$ cat config.mk
export PLATFORM = sky130hd
export DESIGN_NAME = ipc_filter
export DESIGN_NICKNAME = d
export VERILOG_FILES = /design/src/isolated_pixel_cleanup_unit_assert.svh /design/src/ipc_pkg.sv /design/src/ipc_filter.sv
export SDC_FILE = /design/constraint.sdc
export NUM_CORES = 1
export LEC_CHECK = 0
export ABC_CLOCK_PERIOD_IN_PS = 4720
export BUFFER_PORTS_ARGS = -buffer_cell sky130_fd_sc_hd__buf_4
export CORE_AREA = 2 2 72 74
export CTS_BUF_LIST = sky130_fd_sc_hd__clkbuf_2 sky130_fd_sc_hd__clkbuf_4 sky130_fd_sc_hd__clkbuf_8
export DETAILED_ROUTE_END_ITERATION = 8
export DIE_AREA = 0 0 74 76
export HOLD_SLACK_MARGIN = 0.15
export PLACE_DENSITY = 0.8
export SYNTH_ARGS = -nofsm -noshare
export SYNTH_HDL_FRONTEND = slang
export SYNTH_SLANG_ARGS = --single-unit
$ cat constraint.sdc
create_clock -name i_clk -period 4.72 [get_ports i_clk]
set_input_delay 0.944 -clock i_clk [delete_from_list [all_inputs] [get_ports i_clk]]
set_output_delay 0.944 -clock i_clk [all_outputs]
set_load 0.05 [all_outputs]
$ cat src/isolated_pixel_cleanup_unit_assert.svh
// assertion macros used by the isolated pixel cleanup control module
`ifndef ISOLATED_PIXEL_CLEANUP_UNIT_ASSERT_SVH
`define ISOLATED_PIXEL_CLEANUP_UNIT_ASSERT_SVH

// condition must hold at every clock edge out of reset
`define IPC_ASSERT_ALWAYS(lbl, clk, rst_n, cond) \
    lbl: assert property (@(posedge clk) disable iff (!(rst_n)) (cond)) \
        else $error("ipc assertion failed");

// consequent must hold in the same cycle as the antecedent
`define IPC_ASSERT_IMPLY(lbl, clk, rst_n, ante, cons) \
    lbl: assert property (@(posedge clk) disable iff (!(rst_n)) (ante) |-> (cons)) \
        else $error("ipc assertion failed");

`endif

$ cat src/ipc_pkg.sv
// shared constants, types and helper functions of the isolated pixel cleanup unit
`default_nettype none

package ipc_pkg;

    // geometry limits
    localparam int MAX_COLUMN_LENGTH = 1024;
    localparam int ROW_W             = $clog2(MAX_COLUMN_LENGTH);
    localparam int HGT_W             = ROW_W + 1;
    localparam int PEND_W            = $clog2(MAX_COLUMN_LENGTH + 3);

    // field and register widths
    localparam int PIX_W     = 24;
    localparam int LEN_W     = 11;
    localparam int COL_W     = 16;
    localparam int CFG_W     = 16;
    localparam int CFG_IDX_W = 1;

    localparam logic [PIX_W-1:0] WHITE_PIXEL         = '1;
    localparam logic [LEN_W-1:0] RESET_COLUMN_LENGTH = 11'd1024;
    localparam logic [COL_W-1:0] RESET_COLUMN_COUNT  = 16'd640;

    // configuration register indexes
    typedef enum logic [CFG_IDX_W-1:0] {
        CFG_COLUMN_LENGTH = 1'b0,
        CFG_COLUMN_COUNT  = 1'b1
    } t_cfg_index;

    // control handed from the address stage to the filter stage
    typedef struct packed {
        logic             read;
        logic             emit;
        logic             interior;
        logic             last;
        logic [ROW_W-1:0] row;
        logic             dn_right;
        logic             right;
        logic             up_right;
    } t_stage;

    // column length clamped to the supported range
    function automatic logic [HGT_W-1:0] eff_height(input logic [LEN_W-1:0] len);
        logic [HGT_W-1:0] h;
        if (int'(len) < 3) begin
            h = HGT_W'(3);
        end else if (int'(len) > MAX_COLUMN_LENGTH) begin
            h = HGT_W'(MAX_COLUMN_LENGTH);
        end else begin
            h = HGT_W'(len);
        end
        return h;
    endfunction

    // column count raised to the minimum of three
    function automatic logic [COL_W-1:0] eff_width(input logic [COL_W-1:0] cnt);
        logic [COL_W-1:0] w;
        if (cnt < COL_W'(3)) begin
            w = COL_W'(3);
        end else begin
            w = cnt;
        end
        return w;
    endfunction

endpackage

`default_nettype wire

$ cat src/ipc_filter.sv
// 3x3 isolated pixel decision, neighbour flag history and output register
`default_nettype none

module ipc_filter (
    input  logic                      i_clk,
    input  logic                      i_rst_n,
    input  ipc_pkg::t_stage           i_stage,
    input  logic [ipc_pkg::PIX_W-1:0] i_pix_rdata,
    input  logic                      i_flag_rdata,
    input  logic                      i_out_stall,
    output logic                      o_hold,
    output logic                      o_flag_we,
    output logic [ipc_pkg::ROW_W-1:0] o_flag_waddr,
    output logic                      o_flag_wdata,
    output logic                      o_out_valid,
    output logic [ipc_pkg::PIX_W-1:0] o_pixel_out,
    output logic                      o_frame_end
);

    localparam int PIX_W = ipc_pkg::PIX_W;

    logic [PIX_W-1:0] r_held;
    logic             r_up;
    logic             r_left;
    logic             r_up_left;
    logic             r_out_valid;
    logic [PIX_W-1:0] r_pixel_out;
    logic             r_frame_end;

    logic             out_free;
    logic             hold;
    logic [7:0]       nb;
    logic [PIX_W-1:0] center;
    logic [PIX_W-1:0] result;

    // output register frees up when empty or being taken
    assign out_free = !r_out_valid || !i_out_stall;
    assign hold     = i_stage.emit && !out_free;

    // neighbourhood: left column and up are cleaned flags, the rest received pixels
    assign nb = {r_up, r_up_left, r_left, i_flag_rdata, (i_pix_rdata != '0),
                 i_stage.up_right, i_stage.right, i_stage.dn_right};
    assign center = r_held;

    // isolated pixel decision
    always_comb begin
        result = center;
        if (i_stage.interior) begin
            if ((center == '0) && (&nb)) begin
                result = ipc_pkg::WHITE_PIXEL;
            end else if ((center != '0) && !(|nb)) begin
                result = '0;
            end
        end
    end

    // cleaned flag goes back to the flag store at the result's row
    assign o_flag_we    = i_stage.emit && !hold;
    assign o_flag_waddr = i_stage.row;
    assign o_flag_wdata = (result != '0);

    // output valid
    always_ff @(posedge i_clk) begin
        if (!i_rst_n) begin
            r_out_valid <= 1'b0;
        end else if (out_free) begin
            r_out_valid <= i_stage.emit;
        end
    end

    // result payload, held centre pixel and flag history
    always_ff @(posedge i_clk) begin
        if (out_free && i_stage.emit) begin
            r_pixel_out <= result;
            r_frame_end <= i_stage.last;
        end
        if (i_stage.read && !hold) begin
            r_held <= i_pix_rdata;
        end
        if (i_stage.emit && !hold) begin
            r_up      <= (result != '0);
            r_up_left <= r_left;
            r_left    <= i_flag_rdata;
        end
    end

    assign o_hold      = hold;
    assign o_out_valid = r_out_valid;
    assign o_pixel_out = r_pixel_out;
    assign o_frame_end = r_frame_end;

endmodule

`default_nettype wire

# Yosys cells after proc, flatten, opt, wreduce, memory -nomap -nowiden
# Cells that the tools add are included.
[word_totals]
word_cells = 28
ff_bits = 53
out_inout_bits = 39
[classes]
reduce_logical = 18
mux = 3
[op_table]
columns = ["op", "count"]
rows = [
  ["$mux W24", 3],
  ["$reduce_bool A24 Y1", 3],
  ["$logic_not A24 Y1", 1],
  ["$reduce_and A8 Y1", 1],
  ["$reduce_or A8 Y1", 1],
  ["$logic_and A1 B1 Y1", 6],
  ["$logic_not A1 Y1", 5],
  ["$logic_or A1 B1 Y1", 1],
]

# Longest topological paths before layout
[depth]
word_depth = 8
depth_mapped = 6
mapped_depth_nobuf = 4

# Least setup slack after synthesis
# No wires, ideal clock.
[synth_timing]
path_kind = "input-to-output"
startpoint = "input i_stage[15] (netlist bit)"
endpoint = "output o_flag_we"
arrival_time_ns = 4.088
cell_stages = 1
slack_ns = -0.312
n_path_buf = 0
cell_sequence = "a21boi_0"
[synth_between]
elab_chain_len = 3
[synth_lines]
columns = ["item", "line_no", "source"]
rows = [
  ["from (decl)", "ipc_filter.sv:7", "input ipc_pkg::t_stage i_stage,"],
  ["$logic_and A1 B1 Y1", "ipc_filter.sv:38", "assign hold = i_stage.emit && !out_free;"],
  ["$logic_not A1 Y1", "ipc_filter.sv:58", "assign o_flag_we = i_stage.emit && !hold;"],
  ["$logic_and A1 B1 Y1 *", "ipc_filter.sv:58", ""],
  ["to (decl)", "ipc_filter.sv:12", "output logic o_flag_we,"],
]
# Mark *: on every way between the ends. The rest lies on a longest branch, timed or not.

# Final worst setup path
[layout_timing]
startpoint = "input i_pix_rdata[5] (netlist bit)"
endpoint = "output o_flag_wdata"
[layout_between]
elab_chain_len = 8
[layout_lines]
columns = ["item", "line_no", "source"]
rows = [
  ["from (decl)", "ipc_filter.sv:8", "input logic [ipc_pkg::PIX_W-1:0] i_pix_rdata,"],
  ["$reduce_bool A24 Y1 *", "ipc_filter.sv:41", "assign nb = {r_up, r_up_left, r_left, i_flag_rdata, (i_pix_rdata != '0),"],
  ["$reduce_or A8 Y1", "ipc_filter.sv:51", "end else if ((center != '0) && !(|nb)) begin"],
  ["$logic_not A1 Y1", "ipc_filter.sv:51", ""],
  ["$logic_and A1 B1 Y1", "ipc_filter.sv:51", ""],
  ["$mux W24", "ipc_filter.sv:51", ""],
  ["$mux W24 *", "ipc_filter.sv:49", "if ((center == '0) && (&nb)) begin"],
  ["$mux W24 *", "ipc_filter.sv:48", "if (i_stage.interior) begin"],
  ["$reduce_bool A24 Y1 *", "ipc_filter.sv:60", "assign o_flag_wdata = (result != '0);"],
  ["to (decl)", "ipc_filter.sv:14", "output logic o_flag_wdata,"],
]
# Marked as above.

==> impl_metrics.csv <==
group,metric,value,unit
timing,fin_crit,3.442,ns
timing,setup_viol,0,
synth,syn_avg_cell_area,14.46,um2
detailed_routing,viasPerCell,5.111,
floorplan,die_w,74,um
synth,syn_nets,215,
clock_network,htreeDepth,2,
power_and_ir_drop,vdd_drop_max,0.1894,mV
run_status,outcome,"complete, no violations",
placement,routabilityCongestion,0.8104,
placement,hpwl,3185,um
clock_network,clock_latency,0.31,ns
synth,synth.distinct_cells,25,
timing,max_slew_margin,22.68,%
critical_path,cp.required,3.78,ns
synth,synth_warnings,0,
synth,synth_edf_count,52,
timing,tns,0,ns
layout,stdcell_count,296,
clock_network,root_buffer,"clkbuf_8",
synth,netlist_top_cells_area,"edfxtp_1, a22oi_2, o21ai_0",
critical_path,timing.rr.end,"o_pixel_out[1]$_DFFE_PP_",
critical_path,crit_arrival,2.50,ns
clock_network,clock_path_buffers,2,
synth,synth_top_area_cell,"edfxtp_1",
floorplan,num_rows,26,
grt,met1_usage,21.84,%
synth,ys_ff_latch,53,
timing,slew_violations,0,
synth,synth_most_common_cell,"edfxtp_1",
critical_path,ff2ff_setup_slack,2.59,ns
power_and_ir_drop,p_leak,1.159,nW
timing,worstMarginPinSlew,1.160,ns
clock_network,cts.clk_slew.worst_paths,0.09,ns
detailed_routing,first_pass_iters,4,
detailed_routing,routedWlPerCell,14.44,um
synth,netlist_top_cells_count,"edfxtp_1, inv_1, o21ai_0",
detailed_routing,drt_iter0_drc,117,
synth,synth-async-reset-ratio,0,%
flow_run,cap_violations,0,
grt,grt_max_degree,30,
layout,area_delta_synth_final,22.51,%
worst_hold_path,hold_end,"r_up_left$_DFFE_PP_",
grt,antenna_found_initial,0,
synth,synth_flop_cell,"edfxtp_1",
power_and_ir_drop,p_per_area,340.2,nW/um2
layout,num_antenna_cells,0,
critical_path,cp_max_fo,22,
grt,grt_pass1_wl,6865,um
floorplan,core,4912,um2
detailed_routing,drt-total-wl,4273,um
detailed_routing,ant_nets,0,
critical_path,end_kind,"output pin",
worst_hold_path,holdCritStartpoint,"r_left$_DFFE_PP_",
floorplan,pin_count,84,
grt,grt_overflow_total,0,
grt,grt_usage,16.43,%
layout,layout-drive-gt1-share,46.46,%
floorplan,dieHeight,76,um
clock_network,cts_made_buffers,5,
critical_path,ff2ff_path_depth,4,
synth,synth_area,2457,um2
clock_network,cts_setup_buffers,0,
timing,period_share,72.93,%
floorplan,die_area,5624,um2
clock_network,post_cts_resized,0,
synth,synthCells,170,
synth,yosysSeqAreaShare,64.36,%
layout,nNetsFinal,270,
detailed_routing,vias,1513,
clock_network,clock_sinks,53,
grt,busiest_layer,"met2",
clock_network,cts_tree,"done",
timing,skew,0.003195,ns
critical_path,worstSetupPathType,"in -> out",
synth,synth_top_area_share,63.54,%
critical_path,critical_path.reg2reg.startpoint,"center[6]$_DFFE_PP_",
timing,rsz0062_at_grt,"no",
timing,max_freq,290.5,MHz
critical_path,start_kind,"input pin",
clock_network,hold_buffers,0,
floorplan,start_util,50.03,%
detailed_routing,drc,0,
placement,io_buffer_count,63,
grt,grt_pass1_vias,1406,
grt,grt_use_met2,24.82,%
grt,grt_use_met3,4.233,%
placement,dp_cells,288,
worst_hold_path,whs_path_depth,0,
timing,hold_viol_final,0,
worst_hold_path,hold_path_class,"reg -> reg",
-- stage by stage --
step | power, mW | hold WS, ns | utilization [%] | instance area [um2] | setup slack [ns]
global placement | 0.7189 | 0.4759 | 58.84 | 2890 | 1.280
finish | 1.024 | 0.5161 | 61.28 | 3010 | 1.278
global route | 1.063 | 0.5203 | 61.28 | 3010 | 1.094
CTS | 1.030 | 0.5061 | 61.28 | 3010 | 1.253
floorplan | 0.6839 | 0.4510 | - | 2457 | 0.7587
detailed placement | 0.7218 | 0.4951 | 58.84 | 2890 | 1.268
-- routing by layer --
metal  up-vias  routed length [um]
met4         0                 114
met3         8                 201
met1       712                1851
met5         -                   0
met2        47                2105
li1        746                   -
-- flip-flops by register name, indices dropped and copies added (netlist names) --
name,cells
r_up_left,1
r_up,1
o_frame_end,1
o_out_valid,1
center,24
r_left,1
o_pixel_out,24
-- cell type report --
class                           count  area, um2
Clock buffer                        6      82.58
Inverter                           21      78.83
Tap cell                           70      87.58
Sequential cell                    53       1582
Clock inverter                      2      37.54
Timing Repair Buffer               67      503.0
Multi-Input combinational cell     77      639.4
Fill cell                         397       1902
-- how the worst max path moves through the flow --
stage	start	to	slack, ns	cells after the start
CTS	i_pix_rdata[19]	o_flag_wdata	1.25	7
global placement	i_pix_rdata[19]	o_flag_wdata	1.28	7
detailed placement	i_pix_rdata[19]	o_flag_wdata	1.27	7
global route	i_pix_rdata[5]	o_flag_wdata	1.09	7
floorplan	i_stage[15]	o_flag_we	0.76	1
finish	i_pix_rdata[5]	o_flag_wdata	1.28	7
-- kinds of logic after synthesis --
group | synth area share, %
and+or+nand+nor | 8.096
buffers and inverters | 9.878
DFF | 64.36
AOI/OAI and AO/OA | 17.67
-- cell usage in the layout, fill, tap and decap left out, types with 3 or more instances in the layout --
cell	n
buf_4	67
edfxtp_1	52
o21ai_0	21
inv_1	21
a22oi_2	18
nor4_1	9
clkbuf_8	6
nand4_1	4
nor4_2	4
o2bb2ai_2	3
a22oi_1	3
-- power breakdown --
| part | internal (mW) | leakage (nW) | switching [mW] |
|---|---|---|---|
| clock | 0.172 | 0.0574 | 0.142 |
| combinational | 0.0529 | 0.583 | 0.0913 |
| sequential | 0.551 | 0.518 | 0.0144 |
| total | 0.776 | 1.16 | 0.248 |
-- worst max-delay path, cell delays in order --
cell,delay (ns)
buf_4,0.12
nor4_1,0.35
nand4_1,0.13
buf_4,0.22
or2_2,0.34
a21boi_0,0.17
buf_4,0.22
Power figures use the tool's default switching activity.
