File: src/isolated_pixel_cleanup_unit_assert.svh
// assertion macros used by the isolated pixel cleanup control module
`ifndef ISOLATED_PIXEL_CLEANUP_UNIT_ASSERT_SVH
`define ISOLATED_PIXEL_CLEANUP_UNIT_ASSERT_SVH

// condition must hold at every clock edge out of reset
`define IPC_ASSERT_ALWAYS(lbl, clk, rst_n, cond) \
    lbl: assert property (@(posedge clk) disable iff (!(rst_n)) (cond)) \
        else $error("ipc assertion failed");

// consequent must hold in the same cycle as the antecedent
`define IPC_ASSERT_IMPLY(lbl, clk, rst_n, ante, cons) \
    lbl: assert property (@(posedge clk) disable iff (!(rst_n)) (ante) |-> (cons)) \
        else $error("ipc assertion failed");

`endif

File: src/ipc_ram.sv
// generic single write port, single read port ram with registered read
`default_nettype none

module ipc_ram #(
    parameter int WIDTH = 8,
    parameter int DEPTH = 16
) (
    input  logic                     i_clk,
    input  logic                     i_we,
    input  logic [$clog2(DEPTH)-1:0] i_waddr,
    input  logic [WIDTH-1:0]         i_wdata,
    input  logic                     i_re,
    input  logic [$clog2(DEPTH)-1:0] i_raddr,
    output logic [WIDTH-1:0]         o_rdata
);

    logic [WIDTH-1:0] r_mem [DEPTH];
    logic [WIDTH-1:0] r_rdata;

    // write port, read returns the old contents on a same-address write
    always_ff @(posedge i_clk) begin
        if (i_we) begin
            r_mem[i_waddr] <= i_wdata;
        end
        if (i_re) begin
            r_rdata <= r_mem[i_raddr];
        end
    end

    assign o_rdata = r_rdata;

endmodule

`default_nettype wire

File: config.mk
export PLATFORM = sky130hd
export DESIGN_NAME = ipc_ram
export DESIGN_NICKNAME = d
export VERILOG_FILES = /design/src/isolated_pixel_cleanup_unit_assert.svh /design/src/ipc_ram.sv
export SDC_FILE = /design/constraint.sdc
export NUM_CORES = 1
export LEC_CHECK = 0
export ABC_AREA = 1
export BUFFER_PORTS_ARGS = -buffer_cell sky130_fd_sc_hd__clkbuf_2
export CORE_MARGIN = 1.5
export CORE_UTILIZATION = 56
export CTS_BUF_LIST = sky130_fd_sc_hd__clkbuf_8
export DETAILED_ROUTE_END_ITERATION = 6
export GPL_TIMING_DRIVEN = 0
export PLACE_DENSITY = 0.74
export SLEW_MARGIN = 20
export SYNTH_ARGS = -nofsm -noshare
export SYNTH_HDL_FRONTEND = slang
export SYNTH_SLANG_ARGS = --single-unit
File: constraint.sdc
create_clock -name i_clk -period 1.87 [get_ports i_clk]
set_clock_uncertainty 0.2 [all_clocks]
set_input_delay 0.187 -clock i_clk [delete_from_list [all_inputs] [get_ports i_clk]]
set_output_delay 0.187 -clock i_clk [all_outputs]
set_load 0.01 [all_outputs]
* Word-level counts from Yosys, hierarchy flattened *
Memories as Yosys holds them, arrays and structs flattened. A register that Yosys moved wholly into a read port is not among the register bits.
Cells that the tools add are included.

storage, ports and cells
  logic and storage cells = 3
  register bits = 0
  input bits = 19
  bits in writable memories = 128
  memories kept = 1

operators by class
  multiplexer cells = 2

memories
  name   words  bits a word  rd ports  clocked after Yosys merged registers in  wr ports  RTL line       text
  r_mem  16     8            1         1                                        1         ipc_ram.sv:17  logic [WIDTH-1:0] r_mem [DEPTH];

operator list
  cell    number
  $mux 1  2

* Depth between registers and ports, before layout *
Gate-level depths: netlist of run 1.

  depth in word-level cells = 2
  mapped depth = 8
  gate-level depth less buffers = 7

* Worst setup path after synthesis of run 1 *
OpenSTA, ideal clock, no wires.

  path kind = input -> register
  start point = input port i_waddr[2]
  end point = memory r_mem[10][0], enable pin
  required time = 1.300 ns
  cell stages on the path = 2
  buffers on the path = 0
  path slack = 0.532 ns
  data arrival time = 0.768 ns
  cell sequence = nand3b_1 -> nor2_1

RTL lines
  item                RTL line       text
  start: declaration  ipc_ram.sv:10  input logic [$clog2(DEPTH)-1:0] i_waddr,
  end: declaration    ipc_ram.sv:17

No word-level cell before the write port.

==> results of run 1 <==
[cell families after synthesis]
logic type,after synthesis,share of synthesized area (%)
and+or+nand+nor,289,20.8
DFF,136,69.8
buffers and inverters,126,9.39
[worst max-delay path, stage by stage (launching register included)]
cell,delay (ps)
edfxtp_1,370
inv_1,60
nand2_1,50
nand3_1,100
nand3_1,90
nand3_1,150
nand2_1,100
[cells in the mapped netlist]
library cell / n
inv_2: 2
buf_2: 13
inv_1: 100
nand3_1: 97
buf_6: 6
edfxtp_1: 136
buf_4: 4
nor2_1: 17
buf_1: 1
nand2_1: 173
nand3b_1: 2
[flip-flops by register name, indices dropped and copies added (netlist names)]
name,cells
o_rdata,8
r_mem,128
[where the power goes]
part           leakage, nW  switching, W  total [W]  internal, W
Clock                0.228       0.00110    0.00267      0.00157
Combinational         1.40      0.000314   0.000443     0.000129
Sequential            1.24     0.0000167    0.00345      0.00343
[area by class of cell]
| type | instances | area, um2 |
|---|---|---|
| Buffer | 24 | 166 |
| Clock buffer | 17 | 234 |
| Clock inverter | 15 | 210 |
| Fill cell | 772 | 3640 |
| Inverter | 102 | 383 |
| Multi-Input combinational cell | 289 | 1210 |
| Sequential cell | 136 | 4080 |
| Tap cell | 136 | 170 |
| Timing Repair Buffer | 24 | 125 |
[how the worst min path moves through the flow]
stage                     cells after the start                endpoint        from  slack [ps]
after floorplan                               0   r_mem[0][0]$_DFFE_PP_  i_wdata[0]          90
final                                         1  r_mem[11][7]$_DFFE_PP_  i_wdata[7]          40
after CTS                                     1   r_mem[4][7]$_DFFE_PP_  i_wdata[7]           3
after global routing                          1   r_mem[4][7]$_DFFE_PP_  i_wdata[7]          40
after detailed placement                      1    o_rdata[7]$_DFFE_PP_        i_re         340
after global placement                        1    o_rdata[7]$_DFFE_PP_        i_re         330
[stage by stage]
| step | util, % | power, W | worst slack (ps) |
|---|---|---|---|
| after detailed placement | 59.9 | 0.00395 | 20.5 |
| after floorplan | - | 0.00376 | 532 |
| after CTS | 64.4 | 0.00657 | 491 |
| after global placement | 59.9 | 0.00393 | 47.5 |
| final | 64.4 | 0.00656 | 486 |
| after global routing | 64.4 | 0.00674 | 419 |
[metal layers]
layer	wire (um)	vias up	global-route usage, %
met3	1280	22	4.99
met2	6270	231	38.9
li1	-	1864	-
met1	5610	1850	36.8
met5	0	-	0
met4	261	0	11.7
[layout by cell type, fill, tap and decap left out]
cell type      instances
buf_1                  1
buf_2                 13
buf_4                  4
buf_6                  6
bufinv_16              5
clkbuf_2              23
clkbuf_8              17
clkinv_2               4
clkinv_4               2
clkinvlp_4             2
dlygate4sd3_1          1
edfxtp_1             136
inv_1                102
inv_2                  2
nand2_1              173
nand3_1               97
nand3b_1               2
nor2_1                17
==> results.toml, run 1 <==
[critical_path]
crit_fanout = 1
required_ps = 1850
worstSetupEndpointType = "flop"
arrival_ps = 1360
r2r-end = "o_rdata[2]$_DFFE_PP_"
crit_start = "r_mem[8][2]$_DFFE_PP_"
startpoint_type = "flop"
reg2reg_from = "r_mem[8][2]$_DFFE_PP_"
reg2reg_slack_ps = 490
r2r_cells = 6
worstSetupPathType = "flop to flop"
crit_end = "o_rdata[2]$_DFFE_PP_"

[synthesis]
synth.avg_cell_area_um2 = 10.6
netlist.area_leader.share_pct = 69.8
syn_area_mm2 = 0.00585
synth_cell_types = 11
synth-seq-cells = 136
ys_top_cells_by_area = "edfxtp_1 (70%), nand2_1 (11%), nand3_1 (8.3%)"
yosysWarningCount = 0
synthesis.nets = 570
yosysSeqAreaShare_pct = 69.8
yosysTopAreaCell = "edfxtp_1"
synth_cells = 551

[pwr]
ir_worst_vdd_mv = 0.636
power_density_mw_per_mm2 = 996
p_leak_nw = 2.86

[final_layout]
area_growth_pct = 12.6
stdcell_area_mm2 = 0.00659
drive_gt1_share_pct = 12.9
instances_no_fill = 743
num_antenna_cells = 0
layout.nets = 613

[global_route]
grt-ovfl-total = 0
grt_max_degree = 17
grt_pass1_vias = 3700
gr-usage-all-layers_pct = 25.9
antenna_found_initial = 0
grt_pass1_wl_um = 20400

[clock_network]
htreeDepth = 4
root_buffer = "clkbuf_8"
cts_made_buffers = 17
postCtsSetupRepairBufs = 0
cts_resized = 0
clkLatencyLatePin_ps = 440
clk_pin_slew_ps = 80
cts.sinks = 136
max-clock-path-buffers = 2
cts_tree = "done"
postCtsHoldBufs = 1

[routing]
drt-initial-drc-count = 412
drc = 0
wl_per_cell_um = 18.1
drtPass1Iterations = 5
wl_um = 13400
routed_via_density = 5.34
final_antenna_net_count = 0
via_count = 3967

[floorplanning]
die_h_um = 105
die_area_mm2 = 0.0111
ioPinCount = 27
rows = 37
coreArea_mm2 = 0.0102
die_x_um = 105
initial_core_util_pct = 57.1

[status]
status = "complete, no violations"

[placement]
postPlaceCellArea_mm2 = 0.00613
dp.cells = 710
io_buffers = 23
gp_congestion = 0.893
dp_hpwl_um = 8870

[timing]
hold_viol = 0
slew_violations = 0
fin_hold_ws_ps = 43.5
slew_headroom_pct = 38.9
finalSetupViolCount = 0
timing.fmax_mhz = 722
setup_tns_ps = 0
rsz0062_at_grt = "false"
fin_crit_ps = 1380
fin_crit_sh_pct = 74.0
worst_pin_slew_ps = 913

[min_path]
hp-class = "primary input to flop"

[run]
maxCapViolCount = 0
No activity file was read; power rests on OpenSTA's default activity.
==> run 2, diff against run 1 <==
- ABC_AREA: 1 -> 0
- PLACE_DENSITY: 0.74 -> 0.77
- clock period: 1.87 -> 1.2 ns (I/O delays scaled with it)
==> results.toml, run 2 <==
[final_layout]
area_growth_pct = 21.0
top_register = "r_mem"
final_util_pct = 69.1
drive_gt1_share_pct = 42.4
layout.nets = 311
num_antenna_cells = 0
fillers = 527
final_cell_mix = "edfxtp_1 (136), mux4_2 (32), clkbuf_2 (25)"
final_common_cell = "edfxtp_1"
largest_reg_flops = 128
instances_no_fill = 415

[critical_path]
r2r-end = "o_rdata[1]$_DFFE_PP_"
required_ps = 1180
worstSetupPathType = "flop to flop"
arrival_ps = 1630
crit_fanout = 1
startpoint_type = "flop"
r2r_cells = 3
reg2reg_slack_ps = -460
worstSetupEndpointType = "flop"
reg2reg_from = "r_mem[4][1]$_DFFE_PP_"

[placement]
dp_hpwl_um = 5930
dp.cells = 365
gp_congestion = 0.696
io_buffers = 25

[global_route]
grt_pass1_wl_um = 14300
grt_pass1_vias = 2453
grt-ovfl-total = 0
grt_max_degree = 17
gr-usage-all-layers_pct = 21.3
antenna_found_initial = 0

[synthesis]
synth_edf_count = 136
yosysWarningCount = 0
netlist.area_leader.share_pct = 78.1
synth.avg_cell_area_um2 = 22.8
ys.flop_type = "edfxtp_1"
synth-seq-cells = 136
async_reset_ff_share_pct = 0
ys_top_cells_by_area = "edfxtp_1 (78%), mux4_2 (7.8%), mux4_1 (7.0%)"
synth_cell_types = 18
yosysMostFrequentCell = "edfxtp_1"
syn_area_mm2 = 0.00523
ys_top_cells_by_count = "edfxtp_1 (136), mux4_2 (18), a22oi_1 (16)"
synth_cells = 229
yosysSeqAreaShare_pct = 78.1
synthesis.nets = 248
yosysTopAreaCell = "edfxtp_1"

[routing]
drc = 0
routed_via_density = 6.01
via_count = 2493
wl_um = 9710
wl_per_cell_um = 23.4
final_antenna_net_count = 0
drt-initial-drc-count = 241
drtPass1Iterations = 5

[clock_network]
max-clock-path-buffers = 2
cts.sinks = 136
root_buffer = "clkbuf_8"
htreeDepth = 4
clk_pin_slew_ps = 80
cts_tree = "done"
clkLatencyLatePin_ps = 430
cts_made_buffers = 17

[run]
maxCapViolCount = 0

[timing]
fin_crit_sh_pct = 138
rsz0062_at_grt = "true"
timing.fmax_mhz = 604
worst_pin_slew_ps = 756
slew_headroom_pct = 49.4
slew_violations = 0
hold_viol = 0
finalSetupViolCount = 16
setup_ws_ps = -456
fin_crit_ps = 1660

[min_path]
hp-class = "primary input to flop"
hold_depth = 4
min_from = "i_raddr[0]"
whs_endpoint = "o_rdata[7]$_DFFE_PP_"

[floorplanning]
rows = 35
die_h_um = 99.6
die_x_um = 99.6
ioPinCount = 27
initial_core_util_pct = 57.1
coreArea_mm2 = 0.00915
die_area_mm2 = 0.00992

[pwr]
ir_worst_vdd_mv = 1.13
p_leak_nw = 2.08
fin_total_pwr_w = 0.0102
power_density_mw_per_mm2 = 1610

[status]
status = "finished with violations"
violations = "negative setup slack"
==> run 2: changes by cell type in the layout (fill, tap and decap cells not counted), sizes merged, moves of 8 or more <==
cell         delta
a22oi          +16
dlygate4sd3     +8
inv           -101
mux4           +32
nand2         -164
nand3          -96
==> run 2: stage by stage <==
step | setup TNS [ps] | hold WS, ps | setup slack [ps] | area [um2]
6_report | -3630 | 82.0 | -456 | 6320
2_1_floorplan | -14000 | 18.9 | -320 | 5340
3_5_place_dp | -61720 | 273 | -732 | 5600
3_3_place_gp | -58700 | 270 | -698 | 5600
4_1_cts | -3730 | 72.8 | -435 | 6250
5_1_grt | -4330 | 97.4 | -488 | 6320
==> run 2: kinds of logic after synthesis <==
kind of cell	count (synthesis)	synth area share, %
AO/OA/AOI/OAI	16	2.30
buffers and inverters	10	1.65
flip-flops	136	78.1
multiplexers	32	14.8
AND/OR/NAND/NOR	35	3.14
==> run 2: report_power, final <==
group          total, W  leakage [nW]  internal, W  switching [W]
registers       0.00537          1.24      0.00535      0.0000247
logic          0.000626         0.603     0.000273       0.000352
clock network   0.00420         0.238      0.00262        0.00158
==> run 2: per-layer routing <==
metal	GRT usage [%]	up-vias	routed length (um)
li1	-	1104	-
met1	30.6	1266	3950
met2	32.0	115	5000
met3	5.55	8	637
met4	8.02	0	120
met5	0	-	0
==> run 2: repair_timing <==
item,CTS,global route
pin swaps,7,4
hold endpoints to repair,136,0
resized for setup,9,4
hold buffers,9,0
endpoints found under the setup margin,64,124
buffers inserted,5,5
==> run 2: worst max-delay path, cell delays in order, from the launching register on <==
cell and delay, ps:
edfxtp_1 410, mux4_2 500, a22oi_1 210, nand2_1 80
==> run 2: area by class of cell <==
| type | count | area [um2] | area share [%] |
|---|---|---|---|
| sequential | 136 | 4080 | 64.6 |
| multi-input combinational | 83 | 1180 | 18.7 |
| timing repair buffer | 44 | 353 | 5.58 |
| clock buffer | 17 | 234 | 3.70 |
| clock inverter | 14 | 214 | 3.38 |
| tap | 111 | 139 | 2.20 |
| buffer | 10 | 120 | 1.90 |
==> run 2: worst max-delay path by stage <==
stage / startpoint / end / slack (ps) / cells past startpoint
floorplan: i_raddr[0] / o_rdata[1]$_DFFE_PP_ / -320 / 5
global placement: i_waddr[0] / r_mem[15][0]$_DFFE_PP_ / -700 / 3
detailed placement: i_waddr[0] / r_mem[15][0]$_DFFE_PP_ / -730 / 3
CTS: r_mem[2][0]$_DFFE_PP_ / o_rdata[0]$_DFFE_PP_ / -430 / 3
global route: r_mem[4][1]$_DFFE_PP_ / o_rdata[1]$_DFFE_PP_ / -490 / 3
finish: r_mem[4][1]$_DFFE_PP_ / o_rdata[1]$_DFFE_PP_ / -460 / 3
