==> src/isolated_pixel_cleanup_unit_assert.svh <==
// assertion macros used by the isolated pixel cleanup control module
`ifndef ISOLATED_PIXEL_CLEANUP_UNIT_ASSERT_SVH
`define ISOLATED_PIXEL_CLEANUP_UNIT_ASSERT_SVH

// condition must hold at every clock edge out of reset
`define IPC_ASSERT_ALWAYS(lbl, clk, rst_n, cond) \
    lbl: assert property (@(posedge clk) disable iff (!(rst_n)) (cond)) \
        else $error("ipc assertion failed");

// consequent must hold in the same cycle as the antecedent
`define IPC_ASSERT_IMPLY(lbl, clk, rst_n, ante, cons) \
    lbl: assert property (@(posedge clk) disable iff (!(rst_n)) (ante) |-> (cons)) \
        else $error("ipc assertion failed");

`endif

==> src/ipc_pkg.sv <==
// shared constants, types and helper functions of the isolated pixel cleanup unit
`default_nettype none

package ipc_pkg;

    // geometry limits
    localparam int MAX_COLUMN_LENGTH = 1024;
    localparam int ROW_W             = $clog2(MAX_COLUMN_LENGTH);
    localparam int HGT_W             = ROW_W + 1;
    localparam int PEND_W            = $clog2(MAX_COLUMN_LENGTH + 3);

    // field and register widths
    localparam int PIX_W     = 24;
    localparam int LEN_W     = 11;
    localparam int COL_W     = 16;
    localparam int CFG_W     = 16;
    localparam int CFG_IDX_W = 1;

    localparam logic [PIX_W-1:0] WHITE_PIXEL         = '1;
    localparam logic [LEN_W-1:0] RESET_COLUMN_LENGTH = 11'd1024;
    localparam logic [COL_W-1:0] RESET_COLUMN_COUNT  = 16'd640;

    // configuration register indexes
    typedef enum logic [CFG_IDX_W-1:0] {
        CFG_COLUMN_LENGTH = 1'b0,
        CFG_COLUMN_COUNT  = 1'b1
    } t_cfg_index;

    // control handed from the address stage to the filter stage
    typedef struct packed {
        logic             read;
        logic             emit;
        logic             interior;
        logic             last;
        logic [ROW_W-1:0] row;
        logic             dn_right;
        logic             right;
        logic             up_right;
    } t_stage;

    // column length clamped to the supported range
    function automatic logic [HGT_W-1:0] eff_height(input logic [LEN_W-1:0] len);
        logic [HGT_W-1:0] h;
        if (int'(len) < 3) begin
            h = HGT_W'(3);
        end else if (int'(len) > MAX_COLUMN_LENGTH) begin
            h = HGT_W'(MAX_COLUMN_LENGTH);
        end else begin
            h = HGT_W'(len);
        end
        return h;
    endfunction

    // column count raised to the minimum of three
    function automatic logic [COL_W-1:0] eff_width(input logic [COL_W-1:0] cnt);
        logic [COL_W-1:0] w;
        if (cnt < COL_W'(3)) begin
            w = COL_W'(3);
        end else begin
            w = cnt;
        end
        return w;
    endfunction

endpackage

`default_nettype wire

==> src/ipc_ctrl.sv <==
// input and output position tracking, ram addressing and filter stage control
`default_nettype none
`include "isolated_pixel_cleanup_unit_assert.svh"

module ipc_ctrl (
    input  logic                          i_clk,
    input  logic                          i_rst_n,
    input  logic                          i_cfg_we,
    input  logic [ipc_pkg::CFG_IDX_W-1:0] i_cfg_index,
    input  logic [ipc_pkg::CFG_W-1:0]     i_cfg_data,
    input  logic                          i_in_valid,
    input  logic                          i_cmd,
    input  logic                          i_pixel_nz,
    input  logic                          i_hold,
    output logic                          o_in_stall,
    output logic                          o_pix_we,
    output logic [ipc_pkg::ROW_W-1:0]     o_pix_waddr,
    output logic                          o_pix_re,
    output logic [ipc_pkg::ROW_W-1:0]     o_pix_raddr,
    output logic                          o_flag_re,
    output logic [ipc_pkg::ROW_W-1:0]     o_flag_raddr,
    output ipc_pkg::t_stage               o_stage
);

    localparam int ROW_W  = ipc_pkg::ROW_W;
    localparam int HGT_W  = ipc_pkg::HGT_W;
    localparam int COL_W  = ipc_pkg::COL_W;
    localparam int PEND_W = ipc_pkg::PEND_W;

    logic [HGT_W-1:0]  r_h, n_h;
    logic [COL_W-1:0]  r_w, n_w;
    logic [ROW_W-1:0]  r_row, n_row;
    logic [COL_W-1:0]  r_col, n_col;
    logic              r_done, n_done;
    logic [PEND_W-1:0] r_pending, n_pending;
    logic [ROW_W-1:0]  r_out_row, n_out_row;
    logic [COL_W-1:0]  r_out_col, n_out_col;
    logic              r_last1, n_last1;
    logic              r_last2, n_last2;
    ipc_pkg::t_stage   r_stage, n_stage;

    logic              accept;
    logic              is_pix;
    logic              pix_emit;
    logic              drn_emit;
    logic              emit;
    logic              reads;
    logic [HGT_W-1:0]  h_m1;
    logic [COL_W-1:0]  w_m1;
    logic              in_row_last;
    logic              in_col_last;
    logic              out_row_last;
    logic              out_col_last;
    logic              frame_last;
    logic              interior;
    logic [ROW_W-1:0]  out_row_next;

    // item classification
    assign accept   = i_in_valid && !i_hold;
    assign is_pix   = !i_cmd && !r_done;
    assign pix_emit = is_pix && (r_pending == (PEND_W'(r_h) + PEND_W'(1)));
    assign drn_emit = !is_pix && r_done && (r_pending != '0);
    assign emit     = pix_emit || drn_emit;
    assign reads    = is_pix || drn_emit;

    // position decode
    assign h_m1         = r_h - HGT_W'(1);
    assign w_m1         = r_w - COL_W'(1);
    assign in_row_last  = (HGT_W'(r_row) == h_m1);
    assign in_col_last  = (r_col == w_m1);
    assign out_row_last = (HGT_W'(r_out_row) == h_m1);
    assign out_col_last = (r_out_col == w_m1);
    assign frame_last   = out_row_last && out_col_last;
    assign interior     = (r_out_col != '0) && (r_out_row != '0)
                          && !out_col_last && !out_row_last;
    assign out_row_next = out_row_last ? '0 : r_out_row + ROW_W'(1);

    // next state of counters and stage register
    always_comb begin
        n_h       = r_h;
        n_w       = r_w;
        n_row     = r_row;
        n_col     = r_col;
        n_done    = r_done;
        n_pending = r_pending;
        n_out_row = r_out_row;
        n_out_col = r_out_col;
        n_last1   = r_last1;
        n_last2   = r_last2;
        n_stage   = r_stage;

        if (accept && is_pix) begin
            n_last1 = i_pixel_nz;
            n_last2 = r_last1;
            if (in_col_last && in_row_last) begin
                n_done = 1'b1;
            end else if (in_row_last) begin
                n_row = '0;
                n_col = r_col + COL_W'(1);
            end else begin
                n_row = r_row + ROW_W'(1);
            end
            if (!pix_emit) begin
                n_pending = r_pending + PEND_W'(1);
            end
        end

        if (accept && drn_emit) begin
            n_pending = r_pending - PEND_W'(1);
        end

        if (accept && emit) begin
            if (frame_last) begin
                n_row     = '0;
                n_col     = '0;
                n_done    = 1'b0;
                n_pending = '0;
                n_out_row = '0;
                n_out_col = '0;
            end else begin
                n_out_row = out_row_next;
                if (out_row_last) begin
                    n_out_col = r_out_col + COL_W'(1);
                end
            end
        end

        if (!i_hold) begin
            n_stage.read     = accept && reads;
            n_stage.emit     = accept && emit;
            n_stage.interior = interior;
            n_stage.last     = frame_last;
            n_stage.row      = r_out_row;
            n_stage.dn_right = i_pixel_nz;
            n_stage.right    = r_last1;
            n_stage.up_right = r_last2;
        end

        // a register write restarts the frame
        if (i_cfg_we) begin
            unique case (ipc_pkg::t_cfg_index'(i_cfg_index))
                ipc_pkg::CFG_COLUMN_LENGTH: begin
                    n_h = ipc_pkg::eff_height(i_cfg_data[ipc_pkg::LEN_W-1:0]);
                end
                ipc_pkg::CFG_COLUMN_COUNT: begin
                    n_w = ipc_pkg::eff_width(i_cfg_data[COL_W-1:0]);
                end
                default: begin
                    n_h = r_h;
                end
            endcase
            n_row     = '0;
            n_col     = '0;
            n_done    = 1'b0;
            n_pending = '0;
            n_out_row = '0;
            n_out_col = '0;
        end
    end

    // control state
    always_ff @(posedge i_clk) begin
        if (!i_rst_n) begin
            r_h       <= ipc_pkg::eff_height(ipc_pkg::RESET_COLUMN_LENGTH);
            r_w       <= ipc_pkg::eff_width(ipc_pkg::RESET_COLUMN_COUNT);
            r_row     <= '0;
            r_col     <= '0;
            r_done    <= 1'b0;
            r_pending <= '0;
            r_out_row <= '0;
            r_out_col <= '0;
            r_stage   <= '0;
        end else begin
            r_h       <= n_h;
            r_w       <= n_w;
            r_row     <= n_row;
            r_col     <= n_col;
            r_done    <= n_done;
            r_pending <= n_pending;
            r_out_row <= n_out_row;
            r_out_col <= n_out_col;
            r_stage   <= n_stage;
        end
    end

    // nonzero flags of the two latest pixels
    always_ff @(posedge i_clk) begin
        r_last1 <= n_last1;
        r_last2 <= n_last2;
    end

    // ram addressing: pixels go to their row, the read fetches the next result row
    assign o_in_stall   = i_hold;
    assign o_pix_we     = accept && is_pix;
    assign o_pix_waddr  = r_row;
    assign o_pix_re     = accept && reads;
    assign o_pix_raddr  = is_pix ? r_row : out_row_next;
    assign o_flag_re    = accept && emit;
    assign o_flag_raddr = out_row_next;
    assign o_stage      = r_stage;

    // checks
    `IPC_ASSERT_ALWAYS(a_pending_bound, i_clk, i_rst_n, r_pending <= (PEND_W'(r_h) + PEND_W'(1)))
    `IPC_ASSERT_IMPLY(a_done_has_pending, i_clk, i_rst_n, r_done, r_pending != '0)
    `IPC_ASSERT_IMPLY(a_emit_reads, i_clk, i_rst_n, r_stage.emit, r_stage.read)
    `IPC_ASSERT_IMPLY(a_last_is_border, i_clk, i_rst_n, r_stage.emit && r_stage.last, !r_stage.interior)

endmodule

`default_nettype wire

==> config.mk <==
export PLATFORM = sky130hd
export DESIGN_NAME = ipc_ctrl
export DESIGN_NICKNAME = d
export VERILOG_FILES = /design/src/ipc_pkg.sv /design/src/ipc_ctrl.sv
export VERILOG_INCLUDE_DIRS = /design/src /design/src/src
export SDC_FILE = /design/constraint.sdc
export NUM_CORES = 1
export LEC_CHECK = 0
export BUFFER_PORTS_ARGS = -buffer_cell sky130_fd_sc_hd__buf_4
export CAP_MARGIN = 20
export CORE_MARGIN = 5
export CORE_UTILIZATION = 30
export CTS_CLUSTER_SIZE = 8
export DETAILED_ROUTE_END_ITERATION = 6
export PLACE_DENSITY = 0.5
export SYNTH_ARGS = -nofsm -noshare
export SYNTH_HDL_FRONTEND = slang
export SYNTH_SLANG_ARGS = --single-unit
==> constraint.sdc <==
create_clock -name i_clk -period 4.3 [get_ports i_clk]
set_input_delay 0 -clock i_clk [delete_from_list [all_inputs] [get_ports i_clk]]
set_output_delay 0 -clock i_clk [all_outputs]
set_load 0.005 [all_outputs]
=== Word level (Yosys, flattened, before mapping) ===
Index checks and enable logic that the tools add are counted.

* Muxes and demuxes: 27
* Bitwise operators: 2
* Add/sub/neg operators: 9
* Order comparisons: 3
* Equal/unequal tests: 5
* Reduce and logical (&&, ||, !) cells: 30

{| class="wikitable"
|+ Operator list
! kind !! number
|-
| 16-bit 2-to-1 mux || 8
|-
| 10-bit 2-to-1 mux || 8
|-
| 11-bit 2-to-1 mux || 7
|-
| 16-bit by 1-bit adder with 16-bit output, second input constant || 2
|-
| 16-bit equality test || 2
|-
| 11-bit by 1-bit adder with 11-bit output, second input constant || 2
|-
| 10-bit by 11-bit equality test with 1-bit output || 2
|-
| 11-bit by 1-bit subtractor with 11-bit output, second input constant || 2
|-
| 10-bit by 1-bit adder with 10-bit output, second input constant || 2
|-
| 16-bit by 2-bit < comparator with 1-bit output, second input constant || 1
|-
| 16-bit nonzero test || 1
|-
| 16-bit by 1-bit subtractor with 16-bit output, second input constant || 1
|-
| 1-bit logical AND || 14
|-
| 11-bit equality test || 1
|-
| 11-bit > comparator, second input constant || 1
|-
| 11-bit by 2-bit < comparator with 1-bit output, second input constant || 1
|-
| 11-bit nonzero test || 1
|-
| 10-bit nonzero test || 1
|-
| 1-bit zero test || 6
|-
| 2-bit AND reduction || 3
|-
| 1-bit 2-to-1 mux || 4
|-
| 1-bit logical OR || 2
|-
| 1-bit NOT || 2
|-
| 2-bit nonzero test || 1
|-
| 2-bit OR reduction || 1
|}

* Register bits after elaboration: 110
* Logic and storage cells: 94
* Output and inout port bits: 51

=== Depth between registers and ports, before layout ===
* Word-level depth: 9
* Mapped depth: 15
* Mapped depth without buffers: 10

=== Worst setup path after synthesis ===
OpenSTA, ideal clock, no wires.

* Path type: register to register
* Start: reg r_h[0]
* End: reg r_col[4]
* Buffers on the path: 5
* Slack: 0.801 ns
* Library setup time: 0.078 ns
* Data arrival time: 3.421 ns
* Cell stages (with the launch flop): 16
* Period minus slack after synthesis: 3.499 ns
* Cells stage by stage: dfxtp_1 > buf_4 > inv_1 > ha_1 > buf_4 > or3b_2 > buf_4 > o31ai_4 > o211ai_1 > or2_0 > or4_1 > buf_2 > or3_4 > buf_6 > mux2i_1 > nor3_1

* Word-level cells in the longest chain between the ends: 7
* Elaborated cells between the ends (all ways): 15

{| class="wikitable"
|+ Ends and longest elaborated chain
! element !! RTL line !! RTL
|-
| start, declared || ipc_ctrl.sv:30 || <nowiki>logic [HGT_W-1:0] r_h, n_h;</nowiki>
|-
| start signal, assigned || ipc_ctrl.sv:164 || <nowiki>r_h <= ipc_pkg::eff_height(ipc_pkg::RESET_COLUMN_LENGTH);</nowiki>
|-
| start signal, assigned || ipc_ctrl.sv:174 || <nowiki>r_h <= n_h;</nowiki>
|-
| 11-bit by 1-bit subtractor with 11-bit output || ipc_ctrl.sv:67 || <nowiki>assign h_m1 = r_h - HGT_W'(1);</nowiki>
|-
| 10-bit by 11-bit equality test with 1-bit output || ipc_ctrl.sv:69 || <nowiki>assign in_row_last = (HGT_W'(r_row) == h_m1);</nowiki>
|-
| 16-bit 2-to-1 mux or 1-bit logical AND (tied branches) || ipc_ctrl.sv:97, ipc_ctrl.sv:95 ||
|-
| 16-bit 2-to-1 mux || ipc_ctrl.sv:95 || <nowiki>if (in_col_last && in_row_last) begin</nowiki>
|-
| 16-bit 2-to-1 mux || ipc_ctrl.sv:92 || <nowiki>if (accept && is_pix) begin</nowiki>
|-
| 16-bit 2-to-1 mux || ipc_ctrl.sv:113 || <nowiki>if (frame_last) begin</nowiki>
|-
| 16-bit 2-to-1 mux * || ipc_ctrl.sv:112 || <nowiki>if (accept && emit) begin</nowiki>
|-
| end signal, assigned || ipc_ctrl.sv:177 || <nowiki>r_col <= n_col;</nowiki>
|-
| end, declared || ipc_ctrl.sv:33 || <nowiki>logic [COL_W-1:0] r_col, n_col;</nowiki>
|}

Every way passes the cells marked *; elsewhere a longest branch is shown, timed or not.
A chain may end at the register's enable or synchronous reset.

=== Final worst setup path ===
* Start: reg r_h[1]
* End: out o_pix_raddr[9] in the netlist's numbering

* Word-level cells in the longest chain between the ends: 4

{| class="wikitable"
|+ Ends and longest elaborated chain
! element !! RTL line !! RTL
|-
| 11-bit by 1-bit subtractor with 11-bit output || ipc_ctrl.sv:67 ||
|-
| 10-bit by 11-bit equality test with 1-bit output || ipc_ctrl.sv:71 || <nowiki>assign out_row_last = (HGT_W'(r_out_row) == h_m1);</nowiki>
|-
| 10-bit 2-to-1 mux || ipc_ctrl.sv:76 || <nowiki>assign out_row_next = out_row_last ? '0 : r_out_row + ROW_W'(1);</nowiki>
|-
| 10-bit 2-to-1 mux || ipc_ctrl.sv:197 || <nowiki>assign o_pix_raddr = is_pix ? r_row : out_row_next;</nowiki>
|-
| end, declared || ipc_ctrl.sv:19 || <nowiki>output logic [ipc_pkg::ROW_W-1:0] o_pix_raddr,</nowiki>
|}

No other way between the ends.

==> results.txt <==
Starting DRC count in detailed routing -> 649
DP HPWL -> 20480 µm
Syn-to-layout area delta -> 14.85%
Area contributors post-synth -> dfxtp_1 (26%), xnor2_1 (6.8%), nand2_1 (4.6%), nor2_1 (3.6%), a21oi_1 (3.6%)
Worst Skew -> 0.01479 ns
Synth top cells by count -> dfxtp_1 (108), nand2_1 (100), nor2_1 (78), clkbuf_1 (72), xnor2_1 (63)
Htree depth -> 3
Post-Syn Area -> 8172 µm²
R2R depth -> 10
Final Critical Period -> 3.969 ns
CTS root buffer -> clkbuf_16
HP Class -> in -> reg
CTS tree -> built
Final setup viols -> 0
Reg-to-reg endpoint -> r_col[4]
MaxCap Viol Count -> 0
Initial Util -> 30.41%
Vias/cell -> 5.385
Post-synthesis sequential area ratio -> 27.19%
Period utilisation layout -> 92.29%
Max VDD drop -> 0.1737 mV
Clk Latency, worst-skew pair -> 0.37 ns
Syn nets -> 1096
Most common cell in the netlist -> dfxtp_1
Reg clk slew, reported paths -> 0.09 ns
Pwr Total -> 2.270 mW
Setup Buffers After CTS -> 0
Nets -> 1128
Flop-to-flop setup slack -> 0.45 ns
Static leakage -> 3.370 nW
Input/output buffers -> 74
Post-route ant nets -> 0
RR Startpoint -> r_h[1]
Die Area -> 30640 µm²
Number of fillers in the final layout -> 2822
Largest net degree at the start of global routing -> 48
TritonCTS Buffers -> 9
Top fanout value on the critical path -> 11
# IOs -> 75
Core area -> 26880 µm²
Worst Path Arrival -> 3.97 ns
GRT Overall Usage -> 17.19%
Ratio of cells with drive above 1 in the final layout -> 14.57%
Crit path required time -> 4.30 ns
Worst Tran Pin Value -> 0.9215 ns
Top_reg_cell synth -> dfxtp_1
Post-synth ARST share -> 0%
Critical path class -> reg -> out
Clk buf depth -> 2
Post-Syn Area per Cell -> 7.702 µm²
First-pass DRT Iterations -> 5
Hold Vio Cnt, Final -> 0
Total number of vias -> 7749
Pre-CTS setup slack -> 0.5237 ns
RSZ-0062 raised after global routing -> false
First-pass GRT wire length -> 42180 µm
Wire per inst -> 18.59 µm
EDFF count, synth -> 2
Hold depth -> 2
Fin. max-slew vios -> 0
Post-CTS Resized -> 0
Setup ws final -> 0.3315 ns
Status -> completed
Initial antenna violation count -> 0
Grt ovf -> 0
Startpoint types -> flop
Die H -> 175.0 µm
Share of the synthesized area in the top cell type -> 26.46%
Hold_buf cts -> 17
Chip width -> 175.0 µm
Row count -> 60
Relative slew slack -> 38.44%
Synthesis-stage register bit count -> 110
Register Area -> 2222 µm²
Fmax -> 252.0 MHz
Hold Path End -> r_h[10]
Final WL -> 26750 µm
HP Start -> i_rst_n
Gpl congestion -> 0.8693
Drt drc -> 0
Synth warn -> 0
Synth area leader -> dfxtp_1
Final Util -> 34.92%
Setup TNS -> 0 ns
Vias in the first global route -> 7233
Synth cell types -> 82
Power per Cell Area -> 241.9 nW/µm²
Mapped Cells -> 1061
Area of the multi-input gates -> 5388 µm²
Clock sinks -> 110
Critical path endpoint category -> output pin
Diodes inserted -> 0
==> worst max path at each step <==
stage                start              to  slack, ns  cells past startpoint
floorplan           r_h[0]        r_col[4]       0.80                     15
global placement    r_h[1]        r_col[8]       0.55                     10
detailed placement  r_h[1]        r_col[8]       0.52                     10
CTS                 r_h[1]  o_pix_raddr[9]       0.36                     10
global route        r_h[1]  o_pix_raddr[9]       0.09                     10
finish              r_h[1]  o_pix_raddr[9]       0.33                     10
==> placed cells by master, fill, tap and decap left out, types with 17 or more instances in the layout <==
master,n
o21ai_0,25
and3_1,21
xnor2_1,63
nor2_1,78
mux2i_1,24
nand3_1,57
nor3_1,38
or3_1,20
nor2b_1,33
nand2_1,100
xor2_1,33
inv_1,25
nand4_1,28
dfxtp_1,108
buf_4,102
dlygate4sd3_1,17
a21oi_1,58
nor4_1,27
==> metrics by stage <==
stage / std cells / cell area (µm²) / hold slack [ns]
6_report: 1439 / 9385 / 0.05230
5_1_grt: 1439 / 9385 / 0.05211
4_1_cts: 1439 / 9385 / 0.03701
3_5_place_dp: 1406 / 8924 / 0.1902
3_3_place_gp: 1406 / 8924 / 0.1917
2_1_floorplan: 1061 / 8172 / 0.08082
==> logic make-up (layout without fill, tap and decap cells) <==
logic type	count (synthesis)	in the layout	share of synthesized area, %
buf+inv	126	163	6.982
xor+xnor	100	100	11.41
flops	110	110	27.19
compound gates	198	198	16.54
fa+ha+maj	11	11	1.684
mux	36	36	4.593
simple gates	480	480	31.60
==> registers in the layout, indices dropped and copies added (netlist names) <==
name and count:
o_stage 17, r_col 16, r_out_col 16, r_w 16
r_h 11, r_pending 11, o_pix_waddr 10, r_out_row 10
r_done 1, r_last1 1, r_last2 1
==> layout make-up <==
class,instances,share of cell area (%)
clock inverter,7,0.7066
clock buffer,9,2.400
multi-input combinational,825,57.41
timing repair buffer,120,10.19
sequential,110,23.68
inverter,27,1.080
tap,341,4.546
==> layer usage <==
layer  vias to the layer above  share of wire (%)  track usage, %
met4                         0                1.4           3.273
met3                        23                4.3           2.899
li1                       3866                  -               -
met2                       183                 47           28.71
met5                         -                  0               0
met1                      3677                 47           23.56
==> power by group <==
part	total [mW]	internal, mW	switching, mW
Clock	0.856	0.408	0.447
Sequential	1.06	1.03	0.0269
Combinational	0.353	0.153	0.200
Total	2.27	1.60	0.674
==> critical path, stage by stage, from the launching register on <==
cell and delay [ns]:
dfxtp_1 0.40, inv_2 0.10, ha_1 0.30, or3b_2 0.62, nor3_1 0.47, o211ai_1 0.18
and4bb_2 0.41, and3_1 0.45, nor2_1 0.22, mux2_2 0.31, buf_4 0.14
(Power assumes the default switching activity.)
